`src/hdl/ppc_pkg.sv`:
```
// shared types, constants and lane tables of the pedal position plausibility block
// no dependencies; every other file of the block refers to it by scoped names
package ppc_pkg;

    localparam int CODE_W   = 12;
    localparam int STATE_W  = 20;
    localparam int LEVEL_W  = 17;
    localparam int FRAC_W   = 16;
    localparam int BRAKE_W  = 16;
    localparam int TIME_W   = 32;
    localparam int FTIME_W  = 16;
    localparam int ALPHA_W  = 17;
    localparam int CFG_IDX_W  = 3;
    localparam int CFG_DATA_W = 17;

    // filter product: signed alpha times signed difference
    localparam int DIFF_W = STATE_W + 2;
    localparam int PROD_W = DIFF_W + ALPHA_W + 1;

    // reciprocal scaling for the travel mapping
    localparam int RECIP_SHIFT = STATE_W + FRAC_W;
    localparam int RECIP_W     = RECIP_SHIFT - 8 + 1;
    localparam int MUL_W       = STATE_W + RECIP_W;
    localparam int EST_LSB     = RECIP_SHIFT - FRAC_W;
    localparam int REM_W       = LEVEL_W + STATE_W;

    localparam logic [LEVEL_W-1:0] ONE_Q16   = LEVEL_W'(65536);
    localparam logic [STATE_W-1:0] STATE_MAX = '1;

    localparam int SENSOR_ONE_REST      = 400;
    localparam int SENSOR_ONE_FULL      = 3600;
    localparam int SENSOR_TWO_REST      = 400;
    localparam int SENSOR_TWO_FULL      = 3600;
    localparam int BRAKE_ON_LEVEL       = 1000;
    localparam int THROTTLE_RESET_LEVEL = 3277;

    localparam logic [BRAKE_W-1:0]   BRAKE_ON     = BRAKE_W'(BRAKE_ON_LEVEL);
    localparam logic [LEVEL_W:0]     THROTTLE_LOW = (LEVEL_W + 1)'(2 * THROTTLE_RESET_LEVEL);

    typedef struct packed {
        logic                 span_ok;
        logic [STATE_W-1:0]   rest_q8;
        logic [STATE_W-1:0]   span;
        logic [RECIP_W-1:0]   recip;
    } lane_const_t;

    localparam int     ONE_SPAN  = (SENSOR_ONE_FULL - SENSOR_ONE_REST) * 256;
    localparam int     TWO_SPAN  = (SENSOR_TWO_FULL - SENSOR_TWO_REST) * 256;
    localparam longint ONE_RECIP = (longint'(1) << RECIP_SHIFT) / ((ONE_SPAN > 0) ? ONE_SPAN : 1);
    localparam longint TWO_RECIP = (longint'(1) << RECIP_SHIFT) / ((TWO_SPAN > 0) ? TWO_SPAN : 1);

    localparam lane_const_t LANE_ONE = '{
        span_ok: 1'(ONE_SPAN > 0),
        rest_q8: STATE_W'(SENSOR_ONE_REST * 256),
        span:    STATE_W'((ONE_SPAN > 0) ? ONE_SPAN : 1),
        recip:   RECIP_W'(ONE_RECIP)
    };
    localparam lane_const_t LANE_TWO = '{
        span_ok: 1'(TWO_SPAN > 0),
        rest_q8: STATE_W'(SENSOR_TWO_REST * 256),
        span:    STATE_W'((TWO_SPAN > 0) ? TWO_SPAN : 1),
        recip:   RECIP_W'(TWO_RECIP)
    };

    typedef enum logic [CFG_IDX_W-1:0] {
        REG_FILTER_ALPHA   = 3'd0,
        REG_ONE_LOW_LIMIT  = 3'd1,
        REG_ONE_HIGH_LIMIT = 3'd2,
        REG_TWO_LOW_LIMIT  = 3'd3,
        REG_TWO_HIGH_LIMIT = 3'd4,
        REG_FAULT_TIME     = 3'd5,
        REG_DISAGREE_LIMIT = 3'd6,
        REG_THROTTLE_ON    = 3'd7
    } cfg_index_t;

    typedef enum logic [2:0] {
        PH_IDLE,
        PH_FILTER_MUL,
        PH_FILTER_ADD,
        PH_MAP_MUL,
        PH_MAP_FIX,
        PH_MERGE
    } phase_t;

    typedef struct packed {
        logic filter_mul;
        logic filter_add;
        logic map_mul;
        logic map_fix;
    } lane_ctrl_t;

    typedef struct packed {
        logic [LEVEL_W-1:0] throttle_level;
        logic [LEVEL_W-1:0] sensor_one_level;
        logic [LEVEL_W-1:0] sensor_two_level;
        logic               pedal_fault;
        logic               brake_conflict_fault;
    } result_t;

endpackage

```
`src/hdl/ppc_if.sv`:
```
// sample and result channel interfaces of the pedal position plausibility block
// depends on ppc_pkg for field widths
interface ppc_sample_if;
    logic                          valid;
    logic                          ready;
    logic [ppc_pkg::CODE_W-1:0]    sensor_one_code;
    logic [ppc_pkg::CODE_W-1:0]    sensor_two_code;
    logic [ppc_pkg::BRAKE_W-1:0]   brake_front;
    logic [ppc_pkg::BRAKE_W-1:0]   brake_rear;
    logic [ppc_pkg::TIME_W-1:0]    now_ms;

    modport source (
        output valid, sensor_one_code, sensor_two_code, brake_front, brake_rear, now_ms,
        input  ready
    );
    modport sink (
        input  valid, sensor_one_code, sensor_two_code, brake_front, brake_rear, now_ms,
        output ready
    );
endinterface

interface ppc_result_if;
    logic                          valid;
    logic                          ready;
    logic [ppc_pkg::LEVEL_W-1:0]   throttle_level;
    logic [ppc_pkg::LEVEL_W-1:0]   sensor_one_level;
    logic [ppc_pkg::LEVEL_W-1:0]   sensor_two_level;
    logic                          pedal_fault;
    logic                          brake_conflict_fault;

    modport source (
        output valid, throttle_level, sensor_one_level, sensor_two_level, pedal_fault,
               brake_conflict_fault,
        input  ready
    );
    modport sink (
        input  valid, throttle_level, sensor_one_level, sensor_two_level, pedal_fault,
               brake_conflict_fault,
        output ready
    );
endinterface

```
`src/hdl/pedal_position_plausibility_top.sv`:
```
// top level of the pedal position plausibility block: configuration, sequencer, lanes, merge
// depends on ppc_pkg, ppc_if, ppc_lane and ppc_merge
//
// two pedal sensor lanes run side by side on each sample: each low-pass filters
// its code in q12.8, maps it from rest to full travel into a clamped q1.16
// fraction and tests it against its healthy window; a merge stage then raises
// the pedal fault on range timeout or sensor disagreement and keeps the brake
// conflict latch. one sample is in flight at a time: it is captured, passes
// through four lane steps (filter multiply, filter add, mapping multiply,
// mapping correction) and the merge, and only then is the next one taken. the
// result sits in an output register, so the next sample is taken while it
// waits; the merge only waits if that register still holds a result that is
// not being taken when the next result is ready. the filter state, the last
// healthy time and the brake latch clear on reset.
// configuration writes take effect at once and are meant for an idle block.
module pedal_position_plausibility_top (
    input  logic                             clk,
    input  logic                             rst_n,
    ppc_sample_if.sink                       sample,
    ppc_result_if.source                     result,
    input  logic                             write_enable,
    input  logic [ppc_pkg::CFG_IDX_W-1:0]    write_index,
    input  logic [ppc_pkg::CFG_DATA_W-1:0]   write_data
);

    // configuration registers
    logic [ppc_pkg::ALPHA_W-1:0]  alpha_reg;
    logic [ppc_pkg::CODE_W-1:0]   one_low_reg;
    logic [ppc_pkg::CODE_W-1:0]   one_high_reg;
    logic [ppc_pkg::CODE_W-1:0]   two_low_reg;
    logic [ppc_pkg::CODE_W-1:0]   two_high_reg;
    logic [ppc_pkg::FTIME_W-1:0]  fault_time_reg;
    logic [ppc_pkg::LEVEL_W-1:0]  disagree_reg;
    logic [ppc_pkg::LEVEL_W-1:0]  throttle_on_reg;
    logic [ppc_pkg::ALPHA_W-1:0]  alpha_sat;

    // captured sample
    logic [ppc_pkg::CODE_W-1:0]   code_one_reg;
    logic [ppc_pkg::CODE_W-1:0]   code_two_reg;
    logic [ppc_pkg::BRAKE_W-1:0]  brake_front_reg;
    logic [ppc_pkg::BRAKE_W-1:0]  brake_rear_reg;
    logic [ppc_pkg::TIME_W-1:0]   now_reg;

    // sequencer
    ppc_pkg::phase_t              phase_reg;
    ppc_pkg::phase_t              phase_next;
    ppc_pkg::lane_ctrl_t          lane_ctrl;
    logic                         accept;
    logic                         merge_fire;
    logic                         out_valid_reg;
    logic                         out_valid_next;

    // lane results
    logic [ppc_pkg::LEVEL_W-1:0]  level_one;
    logic [ppc_pkg::LEVEL_W-1:0]  level_two;
    logic                         oow_one;
    logic                         oow_two;
    ppc_pkg::result_t             merged;

    // alpha above one acts as one
    assign alpha_sat = (alpha_reg > ppc_pkg::ONE_Q16) ? ppc_pkg::ONE_Q16 : alpha_reg;

    always_ff @(posedge clk or negedge rst_n)
    begin
        if (!rst_n)
        begin
            alpha_reg       <= ppc_pkg::ALPHA_W'(32768);
            one_low_reg     <= ppc_pkg::CODE_W'(100);
            one_high_reg    <= ppc_pkg::CODE_W'(4000);
            two_low_reg     <= ppc_pkg::CODE_W'(100);
            two_high_reg    <= ppc_pkg::CODE_W'(4000);
            fault_time_reg  <= ppc_pkg::FTIME_W'(100);
            disagree_reg    <= ppc_pkg::LEVEL_W'(6554);
            throttle_on_reg <= ppc_pkg::LEVEL_W'(16384);
        end
        else if (write_enable)
        begin
            case (ppc_pkg::cfg_index_t'(write_index))
                ppc_pkg::REG_FILTER_ALPHA:   alpha_reg       <= write_data;
                ppc_pkg::REG_ONE_LOW_LIMIT:  one_low_reg     <= write_data[ppc_pkg::CODE_W-1:0];
                ppc_pkg::REG_ONE_HIGH_LIMIT: one_high_reg    <= write_data[ppc_pkg::CODE_W-1:0];
                ppc_pkg::REG_TWO_LOW_LIMIT:  two_low_reg     <= write_data[ppc_pkg::CODE_W-1:0];
                ppc_pkg::REG_TWO_HIGH_LIMIT: two_high_reg    <= write_data[ppc_pkg::CODE_W-1:0];
                ppc_pkg::REG_FAULT_TIME:     fault_time_reg  <= write_data[ppc_pkg::FTIME_W-1:0];
                ppc_pkg::REG_DISAGREE_LIMIT: disagree_reg    <= write_data;
                ppc_pkg::REG_THROTTLE_ON:    throttle_on_reg <= write_data;
                default:                     ;
            endcase
        end
    end

    // input transaction: only taken between samples
    assign sample.ready = (phase_reg == ppc_pkg::PH_IDLE);
    assign accept       = sample.valid && sample.ready;

    always_ff @(posedge clk)
    begin
        if (accept)
        begin
            code_one_reg    <= sample.sensor_one_code;
            code_two_reg    <= sample.sensor_two_code;
            brake_front_reg <= sample.brake_front;
            brake_rear_reg  <= sample.brake_rear;
            now_reg         <= sample.now_ms;
        end
    end

    always_ff @(posedge clk or negedge rst_n)
    begin
        if (!rst_n)
        begin
            phase_reg     <= ppc_pkg::PH_IDLE;
            out_valid_reg <= 1'b0;
        end
        else
        begin
            phase_reg     <= phase_next;
            out_valid_reg <= out_valid_next;
        end
    end

    // step through the lane phases, merge once the output register is free
    always_comb
    begin
        phase_next = phase_reg;
        lane_ctrl  = '0;
        merge_fire = 1'b0;
        case (phase_reg)
            ppc_pkg::PH_IDLE:
            begin
                if (accept)
                    phase_next = ppc_pkg::PH_FILTER_MUL;
            end
            ppc_pkg::PH_FILTER_MUL:
            begin
                lane_ctrl.filter_mul = 1'b1;
                phase_next           = ppc_pkg::PH_FILTER_ADD;
            end
            ppc_pkg::PH_FILTER_ADD:
            begin
                lane_ctrl.filter_add = 1'b1;
                phase_next           = ppc_pkg::PH_MAP_MUL;
            end
            ppc_pkg::PH_MAP_MUL:
            begin
                lane_ctrl.map_mul = 1'b1;
                phase_next        = ppc_pkg::PH_MAP_FIX;
            end
            ppc_pkg::PH_MAP_FIX:
            begin
                lane_ctrl.map_fix = 1'b1;
                phase_next        = ppc_pkg::PH_MERGE;
            end
            ppc_pkg::PH_MERGE:
            begin
                if (!out_valid_reg || result.ready)
                begin
                    merge_fire = 1'b1;
                    phase_next = ppc_pkg::PH_IDLE;
                end
            end
            default:
            begin
                phase_next = ppc_pkg::PH_IDLE;
            end
        endcase

        if (merge_fire)
            out_valid_next = 1'b1;
        else if (result.ready)
            out_valid_next = 1'b0;
        else
            out_valid_next = out_valid_reg;
    end

    ppc_lane u_lane_one (
        .clk           (clk),
        .rst_n         (rst_n),
        .ctrl          (lane_ctrl),
        .lane_const    (ppc_pkg::LANE_ONE),
        .alpha         (alpha_sat),
        .code          (code_one_reg),
        .low_limit     (one_low_reg),
        .high_limit    (one_high_reg),
        .level         (level_one),
        .out_of_window (oow_one)
    );

    ppc_lane u_lane_two (
        .clk           (clk),
        .rst_n         (rst_n),
        .ctrl          (lane_ctrl),
        .lane_const    (ppc_pkg::LANE_TWO),
        .alpha         (alpha_sat),
        .code          (code_two_reg),
        .low_limit     (two_low_reg),
        .high_limit    (two_high_reg),
        .level         (level_two),
        .out_of_window (oow_two)
    );

    ppc_merge u_merge (
        .clk                   (clk),
        .rst_n                 (rst_n),
        .load                  (merge_fire),
        .level_one             (level_one),
        .level_two             (level_two),
        .oow_one               (oow_one),
        .oow_two               (oow_two),
        .now_ms                (now_reg),
        .brake_front           (brake_front_reg),
        .brake_rear            (brake_rear_reg),
        .fault_time_ms         (fault_time_reg),
        .disagree_limit        (disagree_reg),
        .throttle_on_threshold (throttle_on_reg),
        .result                (merged)
    );

    // output transaction
    assign result.valid                = out_valid_reg;
    assign result.throttle_level       = merged.throttle_level;
    assign result.sensor_one_level     = merged.sensor_one_level;
    assign result.sensor_two_level     = merged.sensor_two_level;
    assign result.pedal_fault          = merged.pedal_fault;
    assign result.brake_conflict_fault = merged.brake_conflict_fault;

    // an accepted sample starts the lane sequence on the next cycle
    assert property (@(posedge clk) disable iff (!rst_n)
        accept |=> phase_reg == ppc_pkg::PH_FILTER_MUL)
        else $error("accepted sample did not start the lanes");

    // a merge always leaves a result on the output
    assert property (@(posedge clk) disable iff (!rst_n)
        merge_fire |=> result.valid)
        else $error("merged result not presented");

    // a result never overwrites one that was not taken
    assert property (@(posedge clk) disable iff (!rst_n)
        merge_fire |-> (!out_valid_reg || result.ready))
        else $error("result overwritten before transaction");

    // levels stay within full travel
    assert property (@(posedge clk) disable iff (!rst_n)
        result.valid |-> (result.sensor_one_level <= ppc_pkg::ONE_Q16)
                      && (result.sensor_two_level <= ppc_pkg::ONE_Q16))
        else $error("level above full travel");

endmodule

```
`src/hdl/ppc_lane.sv`:
```
// one sensor lane: low-pass filter state, travel mapping and window test
// depends on ppc_pkg
module ppc_lane (
    input  logic                          clk,
    input  logic                          rst_n,
    input  ppc_pkg::lane_ctrl_t           ctrl,
    input  ppc_pkg::lane_const_t          lane_const,
    input  logic [ppc_pkg::ALPHA_W-1:0]   alpha,
    input  logic [ppc_pkg::CODE_W-1:0]    code,
    input  logic [ppc_pkg::CODE_W-1:0]    low_limit,
    input  logic [ppc_pkg::CODE_W-1:0]    high_limit,
    output logic [ppc_pkg::LEVEL_W-1:0]   level,
    output logic                          out_of_window
);

    logic        [ppc_pkg::STATE_W-1:0]  state_reg;
    logic        [ppc_pkg::STATE_W-1:0]  state_next;
    logic signed [ppc_pkg::PROD_W-1:0]   prod_reg;
    logic signed [ppc_pkg::PROD_W-1:0]   prod_next;
    logic        [ppc_pkg::STATE_W-1:0]  dist_reg;
    logic        [ppc_pkg::MUL_W-1:0]    mul_reg;
    logic        [ppc_pkg::MUL_W-1:0]    mul_next;
    logic                                le_rest_reg;
    logic                                ge_rest_reg;
    logic                                span_hit_reg;
    logic                                oow_reg;
    logic                                oow_next;
    logic        [ppc_pkg::LEVEL_W-1:0]  level_reg;
    logic        [ppc_pkg::LEVEL_W-1:0]  level_next;

    logic signed [ppc_pkg::DIFF_W-1:0]   diff;
    logic signed [ppc_pkg::ALPHA_W:0]    alpha_s;
    logic signed [ppc_pkg::PROD_W-1:0]   rounded;
    logic signed [ppc_pkg::STATE_W+4:0]  sum_s;
    logic        [ppc_pkg::STATE_W:0]    dist_full;
    logic        [ppc_pkg::LEVEL_W-1:0]  est;
    logic        [ppc_pkg::REM_W-1:0]    est_span;
    logic        [ppc_pkg::REM_W-1:0]    remainder;
    logic        [ppc_pkg::LEVEL_W-1:0]  est_fixed;

    // filter: state + round(alpha * (code*256 - state) / 65536)
    always_comb
    begin
        diff      = $signed({2'b00, code, 8'h00}) - $signed({2'b00, state_reg});
        alpha_s   = $signed({1'b0, alpha});
        prod_next = ppc_pkg::PROD_W'(alpha_s) * ppc_pkg::PROD_W'(diff);
        rounded   = prod_reg + ppc_pkg::PROD_W'(32768);
        sum_s     = $signed({5'b00000, state_reg})
                  + (ppc_pkg::STATE_W + 5)'(rounded >>> ppc_pkg::FRAC_W);
        if (sum_s[ppc_pkg::STATE_W+4])
            state_next = '0;
        else if (|sum_s[ppc_pkg::STATE_W+3:ppc_pkg::STATE_W])
            state_next = ppc_pkg::STATE_MAX;
        else
            state_next = sum_s[ppc_pkg::STATE_W-1:0];
    end

    // mapping: estimate by reciprocal, then one remainder correction
    always_comb
    begin
        dist_full = {1'b0, state_reg} - {1'b0, lane_const.rest_q8};
        mul_next  = ppc_pkg::MUL_W'(dist_full[ppc_pkg::STATE_W-1:0])
                  * ppc_pkg::MUL_W'(lane_const.recip);
        oow_next  = (state_reg < {low_limit, 8'h00}) || (state_reg > {high_limit, 8'h00});
        est       = mul_reg[ppc_pkg::EST_LSB +: ppc_pkg::LEVEL_W];
        est_span  = ppc_pkg::REM_W'(est) * ppc_pkg::REM_W'(lane_const.span);
        remainder = ppc_pkg::REM_W'({dist_reg, 16'h0000}) - est_span;
        est_fixed = (remainder >= ppc_pkg::REM_W'(lane_const.span)) ? est + 1'b1 : est;
        if (!lane_const.span_ok)
            level_next = ge_rest_reg ? ppc_pkg::ONE_Q16 : '0;
        else if (le_rest_reg)
            level_next = '0;
        else if (span_hit_reg)
            level_next = ppc_pkg::ONE_Q16;
        else
            level_next = est_fixed;
    end

    always_ff @(posedge clk or negedge rst_n)
    begin
        if (!rst_n)
            state_reg <= '0;
        else if (ctrl.filter_add)
            state_reg <= state_next;
    end

    always_ff @(posedge clk)
    begin
        if (ctrl.filter_mul)
            prod_reg <= prod_next;
        if (ctrl.map_mul)
        begin
            dist_reg     <= dist_full[ppc_pkg::STATE_W-1:0];
            mul_reg      <= mul_next;
            le_rest_reg  <= state_reg <= lane_const.rest_q8;
            ge_rest_reg  <= state_reg >= lane_const.rest_q8;
            span_hit_reg <= dist_full[ppc_pkg::STATE_W-1:0] >= lane_const.span;
            oow_reg      <= oow_next;
        end
        if (ctrl.map_fix)
            level_reg <= level_next;
    end

    assign level         = level_reg;
    assign out_of_window = oow_reg;

endmodule

```
`src/hdl/ppc_merge.sv`:
```
// merge stage: range timeout, disagreement and brake conflict latch
// depends on ppc_pkg
module ppc_merge (
    input  logic                          clk,
    input  logic                          rst_n,
    input  logic                          load,
    input  logic [ppc_pkg::LEVEL_W-1:0]   level_one,
    input  logic [ppc_pkg::LEVEL_W-1:0]   level_two,
    input  logic                          oow_one,
    input  logic                          oow_two,
    input  logic [ppc_pkg::TIME_W-1:0]    now_ms,
    input  logic [ppc_pkg::BRAKE_W-1:0]   brake_front,
    input  logic [ppc_pkg::BRAKE_W-1:0]   brake_rear,
    input  logic [ppc_pkg::FTIME_W-1:0]   fault_time_ms,
    input  logic [ppc_pkg::LEVEL_W-1:0]   disagree_limit,
    input  logic [ppc_pkg::LEVEL_W-1:0]   throttle_on_threshold,
    output ppc_pkg::result_t              result
);

    logic [ppc_pkg::TIME_W-1:0]   last_healthy_reg;
    logic [ppc_pkg::TIME_W-1:0]   last_healthy_next;
    logic                         latch_reg;
    logic                         latch_next;
    ppc_pkg::result_t             result_reg;
    ppc_pkg::result_t             result_next;

    logic [ppc_pkg::LEVEL_W:0]    sum;
    logic [ppc_pkg::LEVEL_W-1:0]  gap;
    logic [ppc_pkg::TIME_W-1:0]   elapsed;
    logic [ppc_pkg::BRAKE_W-1:0]  brake;
    logic                         timeout;

    always_comb
    begin
        sum     = {1'b0, level_one} + {1'b0, level_two};
        gap     = (level_one > level_two) ? level_one - level_two : level_two - level_one;
        elapsed = now_ms - last_healthy_reg;
        brake   = (brake_rear > brake_front) ? brake_rear : brake_front;
        timeout = (oow_one || oow_two) && (elapsed > ppc_pkg::TIME_W'(fault_time_ms));

        last_healthy_next = (oow_one || oow_two) ? last_healthy_reg : now_ms;

        if ((sum > {throttle_on_threshold, 1'b0}) && (brake > ppc_pkg::BRAKE_ON))
            latch_next = 1'b1;
        else if (sum < ppc_pkg::THROTTLE_LOW)
            latch_next = 1'b0;
        else
            latch_next = latch_reg;

        result_next.throttle_level       = sum[ppc_pkg::LEVEL_W:1];
        result_next.sensor_one_level     = level_one;
        result_next.sensor_two_level     = level_two;
        result_next.pedal_fault          = timeout || (gap > disagree_limit);
        result_next.brake_conflict_fault = latch_next;
    end

    always_ff @(posedge clk or negedge rst_n)
    begin
        if (!rst_n)
        begin
            last_healthy_reg <= '0;
            latch_reg        <= 1'b0;
        end
        else if (load)
        begin
            last_healthy_reg <= last_healthy_next;
            latch_reg        <= latch_next;
        end
    end

    always_ff @(posedge clk)
    begin
        if (load)
            result_reg <= result_next;
    end

    assign result = result_reg;

endmodule
```
`src/flat_wrapper.sv`:
```
// flat-port wrapper written by rule: the top's interface ports become plain ports
module pedal_position_plausibility_top_flat 
  (clk, rst_n, write_enable, write_index, write_data, sample_valid, sample_sensor_one_code, sample_sensor_two_code, sample_brake_front, sample_brake_rear, sample_now_ms, sample_ready, result_valid, result_throttle_level, result_sensor_one_level, result_sensor_two_level, result_pedal_fault, result_brake_conflict_fault, result_ready);
  ppc_sample_if sample_i ();
  ppc_result_if result_i ();
  input  logic clk;
  input  logic rst_n;
  input  logic write_enable;
  input  logic [ppc_pkg::CFG_IDX_W-1:0] write_index;
  input  logic [ppc_pkg::CFG_DATA_W-1:0] write_data;
  input wire logic [$bits(sample_i.valid)-1:0] sample_valid;
  input wire logic [$bits(sample_i.sensor_one_code)-1:0] sample_sensor_one_code;
  input wire logic [$bits(sample_i.sensor_two_code)-1:0] sample_sensor_two_code;
  input wire logic [$bits(sample_i.brake_front)-1:0] sample_brake_front;
  input wire logic [$bits(sample_i.brake_rear)-1:0] sample_brake_rear;
  input wire logic [$bits(sample_i.now_ms)-1:0] sample_now_ms;
  output wire logic [$bits(sample_i.ready)-1:0] sample_ready;
  output wire logic [$bits(result_i.valid)-1:0] result_valid;
  output wire logic [$bits(result_i.throttle_level)-1:0] result_throttle_level;
  output wire logic [$bits(result_i.sensor_one_level)-1:0] result_sensor_one_level;
  output wire logic [$bits(result_i.sensor_two_level)-1:0] result_sensor_two_level;
  output wire logic [$bits(result_i.pedal_fault)-1:0] result_pedal_fault;
  output wire logic [$bits(result_i.brake_conflict_fault)-1:0] result_brake_conflict_fault;
  input wire logic [$bits(result_i.ready)-1:0] result_ready;
  assign sample_i.valid = sample_valid;
  assign sample_i.sensor_one_code = sample_sensor_one_code;
  assign sample_i.sensor_two_code = sample_sensor_two_code;
  assign sample_i.brake_front = sample_brake_front;
  assign sample_i.brake_rear = sample_brake_rear;
  assign sample_i.now_ms = sample_now_ms;
  assign sample_ready = sample_i.ready;
  assign result_valid = result_i.valid;
  assign result_throttle_level = result_i.throttle_level;
  assign result_sensor_one_level = result_i.sensor_one_level;
  assign result_sensor_two_level = result_i.sensor_two_level;
  assign result_pedal_fault = result_i.pedal_fault;
  assign result_brake_conflict_fault = result_i.brake_conflict_fault;
  assign result_i.ready = result_ready;
  pedal_position_plausibility_top u_core (.clk(clk), .rst_n(rst_n), .sample(sample_i), .result(result_i), .write_enable(write_enable), .write_index(write_index), .write_data(write_data));
endmodule
```
`config.mk`:
```
export PLATFORM = sky130hd
export DESIGN_NAME = pedal_position_plausibility_top_flat
export DESIGN_NICKNAME = d
export VERILOG_FILES = /design/src/hdl/ppc_pkg.sv /design/src/hdl/ppc_if.sv /design/src/hdl/pedal_position_plausibility_top.sv /design/src/hdl/ppc_lane.sv /design/src/hdl/ppc_merge.sv /design/src/flat_wrapper.sv
export SDC_FILE = /design/constraint.sdc
export NUM_CORES = 2
export LEC_CHECK = 0
export BUFFER_PORTS_ARGS = -buffer_cell sky130_fd_sc_hd__buf_2
export CAP_MARGIN = 30
export CORE_UTILIZATION = 25
export CTS_CLUSTER_SIZE = 25
export DETAILED_ROUTE_END_ITERATION = 8
export PLACE_DENSITY = 0.41
export SETUP_SLACK_MARGIN = 0.2
export SYNTH_ARGS = -nofsm -noshare
export SYNTH_HDL_FRONTEND = slang
export SYNTH_SLANG_ARGS = --single-unit
```
`constraint.sdc`:
```
create_clock -name clk -period 13.5 [get_ports clk]
set_clock_uncertainty 0.2 [all_clocks]
set_input_delay 0 -clock clk [delete_from_list [all_inputs] [get_ports clk]]
set_output_delay 0 -clock clk [all_outputs]
set_load 0.005 [all_outputs]
```
## Word-level counts from Yosys, hierarchy flattened

Cells that the tools add are included.

| cells by class | value |
|---|---|
| add/sub/neg operators | 16 |
| multiply operators | 6 |
| magnitude comparators | 18 |
| equality and inequality tests | 14 |
| multiplexer cells | 24 |
| bitwise logic cells | 1 |
| reductions and logical operators | 26 |

Operators by type and width:

| cell | count |
|---|---|
| two-way mux 17 bit | 6 |
| adder 40 x 17 -> 40 bit (second input constant) | 2 |
| two-way mux 20 bit | 4 |
| multiplier 18 x 21 -> 39 bit | 2 |
| greater-or-equal comparator 37 x 20 -> 1 bit (second input constant) | 2 |
| subtractor 36 x 37 -> 37 bit | 2 |
| multiplier 20 x 16 -> 36 bit (second input constant) | 2 |
| adder 21 x 24 -> 25 bit | 2 |
| multiplier 17 x 5 -> 22 bit (second input constant) | 2 |
| subtractor 20 x 20 -> 21 bit | 2 |
| greater-or-equal comparator 20 bit (second input constant) | 2 |
| greater-than comparator 20 bit | 2 |
| less-or-equal comparator 20 x 17 -> 1 bit (second input constant) | 2 |
| less-than comparator 20 bit | 2 |
| subtractor 20 x 17 -> 20 bit (second input constant) | 2 |
| adder 17 x 1 -> 17 bit (second input constant) | 2 |
| greater-than comparator 17 bit | 2 |
| subtractor 17 bit | 2 |
| greater-than comparator 32 x 16 -> 1 bit | 1 |
| subtractor 32 bit | 1 |
| AND reduction 2 bit | 10 |
| adder 17 x 17 -> 18 bit | 1 |
| == test 3 bit (second input constant) | 6 |
| greater-than comparator 18 bit | 1 |
| other kinds (20) | 43 |

| storage, ports and cells | value |
|---|---|
| register bits | 565 |
| bits of input ports | 113 |
| output and inout bits | 55 |
| word-level logic and storage cells | 145 |

## Logic depth before layout (Yosys ltp)

| depth | value |
|---|---|
| depth after elaboration | 5 |
| depth in mapped cells | 40 |
| gate-level depth less buffers | 37 |

## Cells and area by module

Synthesis repeated with hierarchy kept, for this count alone.

| second synthesis, totals | value |
|---|---|
| cells, all modules | 11881 |
| area, all modules | 110064.3 um2 |

By module, submodules not included:

| module | instances | cells an instance | area an instance (um2) | seq. area each (um2) |
|---|---|---|---|---|
| ppc_lane (u_core.u_lane_two) | 1 | 5246 | 47068.9 | 2962.8 |
| ppc_lane (u_core.u_lane_one) | 1 | 5230 | 46761.1 | 2962.8 |
| ppc_merge | 1 | 1014 | 8749.6 | 2417.3 |
| pedal_position_plausibility_top | 1 | 391 | 7484.7 | 5657.9 |

## Worst setup path after synthesis

Ideal clock, no wire load.

| path | value |
|---|---|
| kind | reg2reg |
| start point | reg u_core.u_lane_two.state_reg[0] in the netlist's numbering |
| end point | reg u_core.u_lane_two.prod_reg[37] in the netlist's numbering, data pin |
| library setup time | 0.257 ns |
| arrival time | 9.025 ns |
| data required time | 13.043 ns |
| setup slack | 4.018 ns |
| stages on the path, launching flop included | 38 |
| path buffers | 3 |
| period minus slack after synthesis | 9.482 ns |
| cells stage by stage | dfrtp_1 inv_1 clkbuf_1 ha_1 and4_1 a21o_1 a21oi_1 o21bai_1 a21oi_1 nor2b_1 o21a_1 o31a_1 o41ai_2 a211o_1 clkbuf_1 nand2_1 fa_1 fa_1 [... 2 more ...] fa_1 fa_1 inv_1 fa_1 inv_1 ha_1 clkbuf_1 nand2_1 nand2b_1 a21o_1 a21o_1 a21oi_1 o21bai_1 a21oi_1 o21bai_1 or3_1 and2_1 xor2_1 |

| between the ends | value |
|---|---|
| longest elaborated chain between the ends | 2 |

Ends and longest elaborated chain:

| element | RTL line | text |
|---|---|---|
| start: declaration | ppc_lane.sv:16 | `logic [ppc_pkg::STATE_W-1:0] state_reg;` |
| start signal: assignment | ppc_lane.sv:84 | `state_reg <= state_next;` |
| subtractor 20 x 20 -> 21 bit | ppc_lane.sv:44 | `diff = $signed({2'b00, code, 8'h00}) - $signed({2'b00, state_reg});` |
| multiplier 18 x 21 -> 39 bit | ppc_lane.sv:46 | `prod_next = ppc_pkg::PROD_W'(alpha_s) * ppc_pkg::PROD_W'(diff);` |
| named net u_core.u_lane_two.prod_next, one bit | ppc_lane.sv:19 | `logic signed [ppc_pkg::PROD_W-1:0] prod_next;` |
| end signal: assignment | ppc_lane.sv:90 | `prod_reg <= prod_next;` |
| end: declaration | ppc_lane.sv:18 | `logic signed [ppc_pkg::PROD_W-1:0] prod_reg;` |

The timed path passes the listed nets, and every way through them passes these cells.
A chain may end at the register's enable or synchronous reset.

## Worst setup path after layout

| path | value |
|---|---|
| start point | reg u_core.u_lane_two.state_reg[0] in the netlist's numbering |
| end point | reg u_core.u_lane_two.prod_reg[38] in the netlist's numbering, data pin |

Same word-level chain as after synthesis.

==> impl_metrics.env <==
export IMPL_initial_cell_density_of_the_core_pct=25.2
export IMPL_clock_pin_slew_of_the_registers_on_the_worst_case_setup_and_hold_paths_ps=60
export IMPL_clk_insertion_delay_late_ps=710
export IMPL_clock_root_buffer="clkbuf_16"
export IMPL_timing_rr_start="u_core.u_lane_two.state_reg[0]"
export IMPL_grt_first_pass_wirelength_um=344000
export IMPL_r2r_setup_slack_ps=2540
export IMPL_core_area_um2=283000
export IMPL_crit_fanout=15
export IMPL_maxClockFrequency_mhz=91.3
export IMPL_synth_enable_flop_cells=303
export IMPL_largest_net_degree_at_the_start_of_global_routing=80
export IMPL_synthesis_area_per_instance_um2=9.65
export IMPL_regToRegEndpoint="u_core.u_lane_two.prod_reg[38]"
export IMPL_largest_reg_flops=53
export IMPL_yosysUniqueCellTypes=93
export IMPL_finalHoldViolCount=0
export IMPL_synthArstFlopShare_pct=38.8
export IMPL_synth_most_common_cell="inv_1"
export IMPL_drcViolationCount=0
export IMPL_cap_viol_max_count=0
export IMPL_clock_sinks=495
export IMPL_hold_path_class="input pin to flip-flop"
export IMPL_h_tree_lvl_count=3
export IMPL_overflow=0
export IMPL_outcome="finished, final reports clean"
export IMPL_wire_per_inst_um=19.5
export IMPL_critPathLaunchType="flip-flop"
export IMPL_cts_resized=0
export IMPL_first_global_vias=54745
export IMPL_worst_path_slowest_cell="dfrtp_1"
export IMPL_routed_wirelength_um=225000
export IMPL_num_vias=51781
export IMPL_row_count=195
export IMPL_fraction_of_final_layout_cells_sized_beyond_drive_strength_1_pct=7.50
export IMPL_crit_top_cell="fa_1"
export IMPL_maxSlewViolCount=0
export IMPL_worst_path_largest_cell_delay_ps=720
export IMPL_endpoint="u_core.u_lane_two.prod_reg[38]"
export IMPL_setup_worst_path_class="flip-flop to flip-flop"
export IMPL_period_share_pct=81.2
export IMPL_fin_tns_setup_ps=0
export IMPL_timing_critical_path_depth=33
export IMPL_die_width_um=536
export IMPL_critPathCaptureType="flip-flop"
export IMPL_cts_buffers=66
export IMPL_timing_critical_path_required_ps=13710
export IMPL_num_io_pins=168
export IMPL_max_clock_path_buffers=3
export IMPL_post_cts_setup_buffer_count=0
export IMPL_synth_top_cell_area_share_pct=28.0
export IMPL_cp_top_family="adder cells"
export IMPL_design_final_nets=9812
export IMPL_grt_total_usage_pct=15.8
export IMPL_place_detailed_hpwl_um=181000
export IMPL_r2r_cells=33
export IMPL_synth_cells_most_frequent="inv_1, fa_1, ha_1"
export IMPL_ant_nets=0
export IMPL_cts_tree="done"
export IMPL_crit_start="u_core.u_lane_two.state_reg[0]"
export IMPL_timing_slew_headroom_pct=29.2
export IMPL_worst_path_buf_inv=5
export IMPL_synth_yosys_warnings=0
export IMPL_synth_top_area_cell="fa_1"
export IMPL_dieArea_um2=287000
export IMPL_timing_critical_path_arrival_ps=11170
export IMPL_antenna_found_initial=21
export IMPL_yosys_register_bits=495
export IMPL_io_buffer_count=167
export IMPL_first_drt_pass_iteration_count=5
export IMPL_synth_seq_area_share_pct=19.6
export IMPL_synthesis_area_um2=71200
export IMPL_post_drt_via_cell_ratio=4.48
export IMPL_synth_flop_cell="edfxtp_1"
export IMPL_synthTopCellsByArea="fa_1, ha_1, edfxtp_1"
export IMPL_rsz0062_at_grt="false"
export IMPL_fin_crit_ps=10960
export IMPL_transition_time_at_the_pin_with_the_least_slew_margin_ps=1050
export IMPL_place_gp_congestion=0.864
export IMPL_netlist_instances=7375
export IMPL_die_height_um=536
export IMPL_final_setup_viol_count=0
export IMPL_synthesis_nets=9437
export IMPL_syn_to_final_growth_pct=14.5
export IMPL_postCtsHoldBufs=219
export IMPL_drt_iter0_markers=2893
-- stage by stage --
step / setup slack, ps / cell area, um^2 / utilization, % / instances / hold slack, ps
floorplan: 4020 / 71200 / - / 7375 / -496
global placement: 2750 / 76800 / 27.2 / 11195 / -92.8
detailed placement: 2540 / 76900 / 27.2 / 11204 / -81.0
CTS: 2480 / 81400 / 28.8 / 11544 / 33.2
global route: 1770 / 81400 / 28.8 / 11548 / 72.5
finish: 2540 / 81500 / 28.8 / 11554 / 87.2
-- metal layers --
metal	global-route usage, %	up-vias	wire, um
li1	-	24480	-
met1	22.4	26154	109000
met2	25.8	950	102000
met3	1.86	197	8930
met4	3.14	0	4690
met5	0	-	0
-- cells by family after synthesis --
logic type | Yosys count | share of synthesized area [%]
xor+xnor | 340 | 4.21
mux | 135 | 2.10
compound gates | 947 | 8.95
fa+ha+maj | 1950 | 44.8
buf+inv | 1804 | 9.53
flops | 495 | 19.6
simple gates | 1704 | 10.8
-- worst min path at each step --
stage                               from                             endpoint  depth (start not counted)
after CTS                 write_data[13]            u_core.fault_time_reg[13]                          3
after global routing      write_data[13]            u_core.fault_time_reg[13]                          3
after detailed placement           rst_n  u_core.u_merge.last_healthy_reg[28]                          1
after floorplan                    rst_n                  u_core.alpha_reg[0]                          0
after global placement             rst_n  u_core.u_merge.last_healthy_reg[28]                          1
final                     write_data[13]            u_core.fault_time_reg[13]                          3
-- worst min-delay path, cell delays in order --
cell and delay [ps]:
dlygate4sd3_1 560, buf_2 220, mux2_2 170
-- layout make-up --
class                           instances  area, um^2
Fill cell                           29784      201000
Multi-Input combinational cell       5076       50600
Sequential cell                       495       13900
Inverter                             1625        6100
Tap cell                             3743        4680
Timing Repair Buffer                  486        3840
Clock buffer                           84        1790
Clock inverter                         37         468
Antenna cell                            8        20.0
-- cells in the final DEF, fill, tap and decap left out, types with 102 or more instances in the layout --
cell type,Yosys,final
o21ai_0,170,170
dfrtp_1,162,162
edfxtp_1,303,303
a21oi_1,246,246
a21o_1,120,120
inv_1,1622,1621
nand2_1,623,621
fa_1,996,996
mux2_2,114,114
ha_1,953,953
xnor2_1,236,227
buf_2,2,166
xor2_1,103,102
nor2_1,518,515
dlygate4sd3_1,0,218
Power is not shown: default switching activity piles up to over one toggle a cycle in this logic, so the estimate is an artifact.
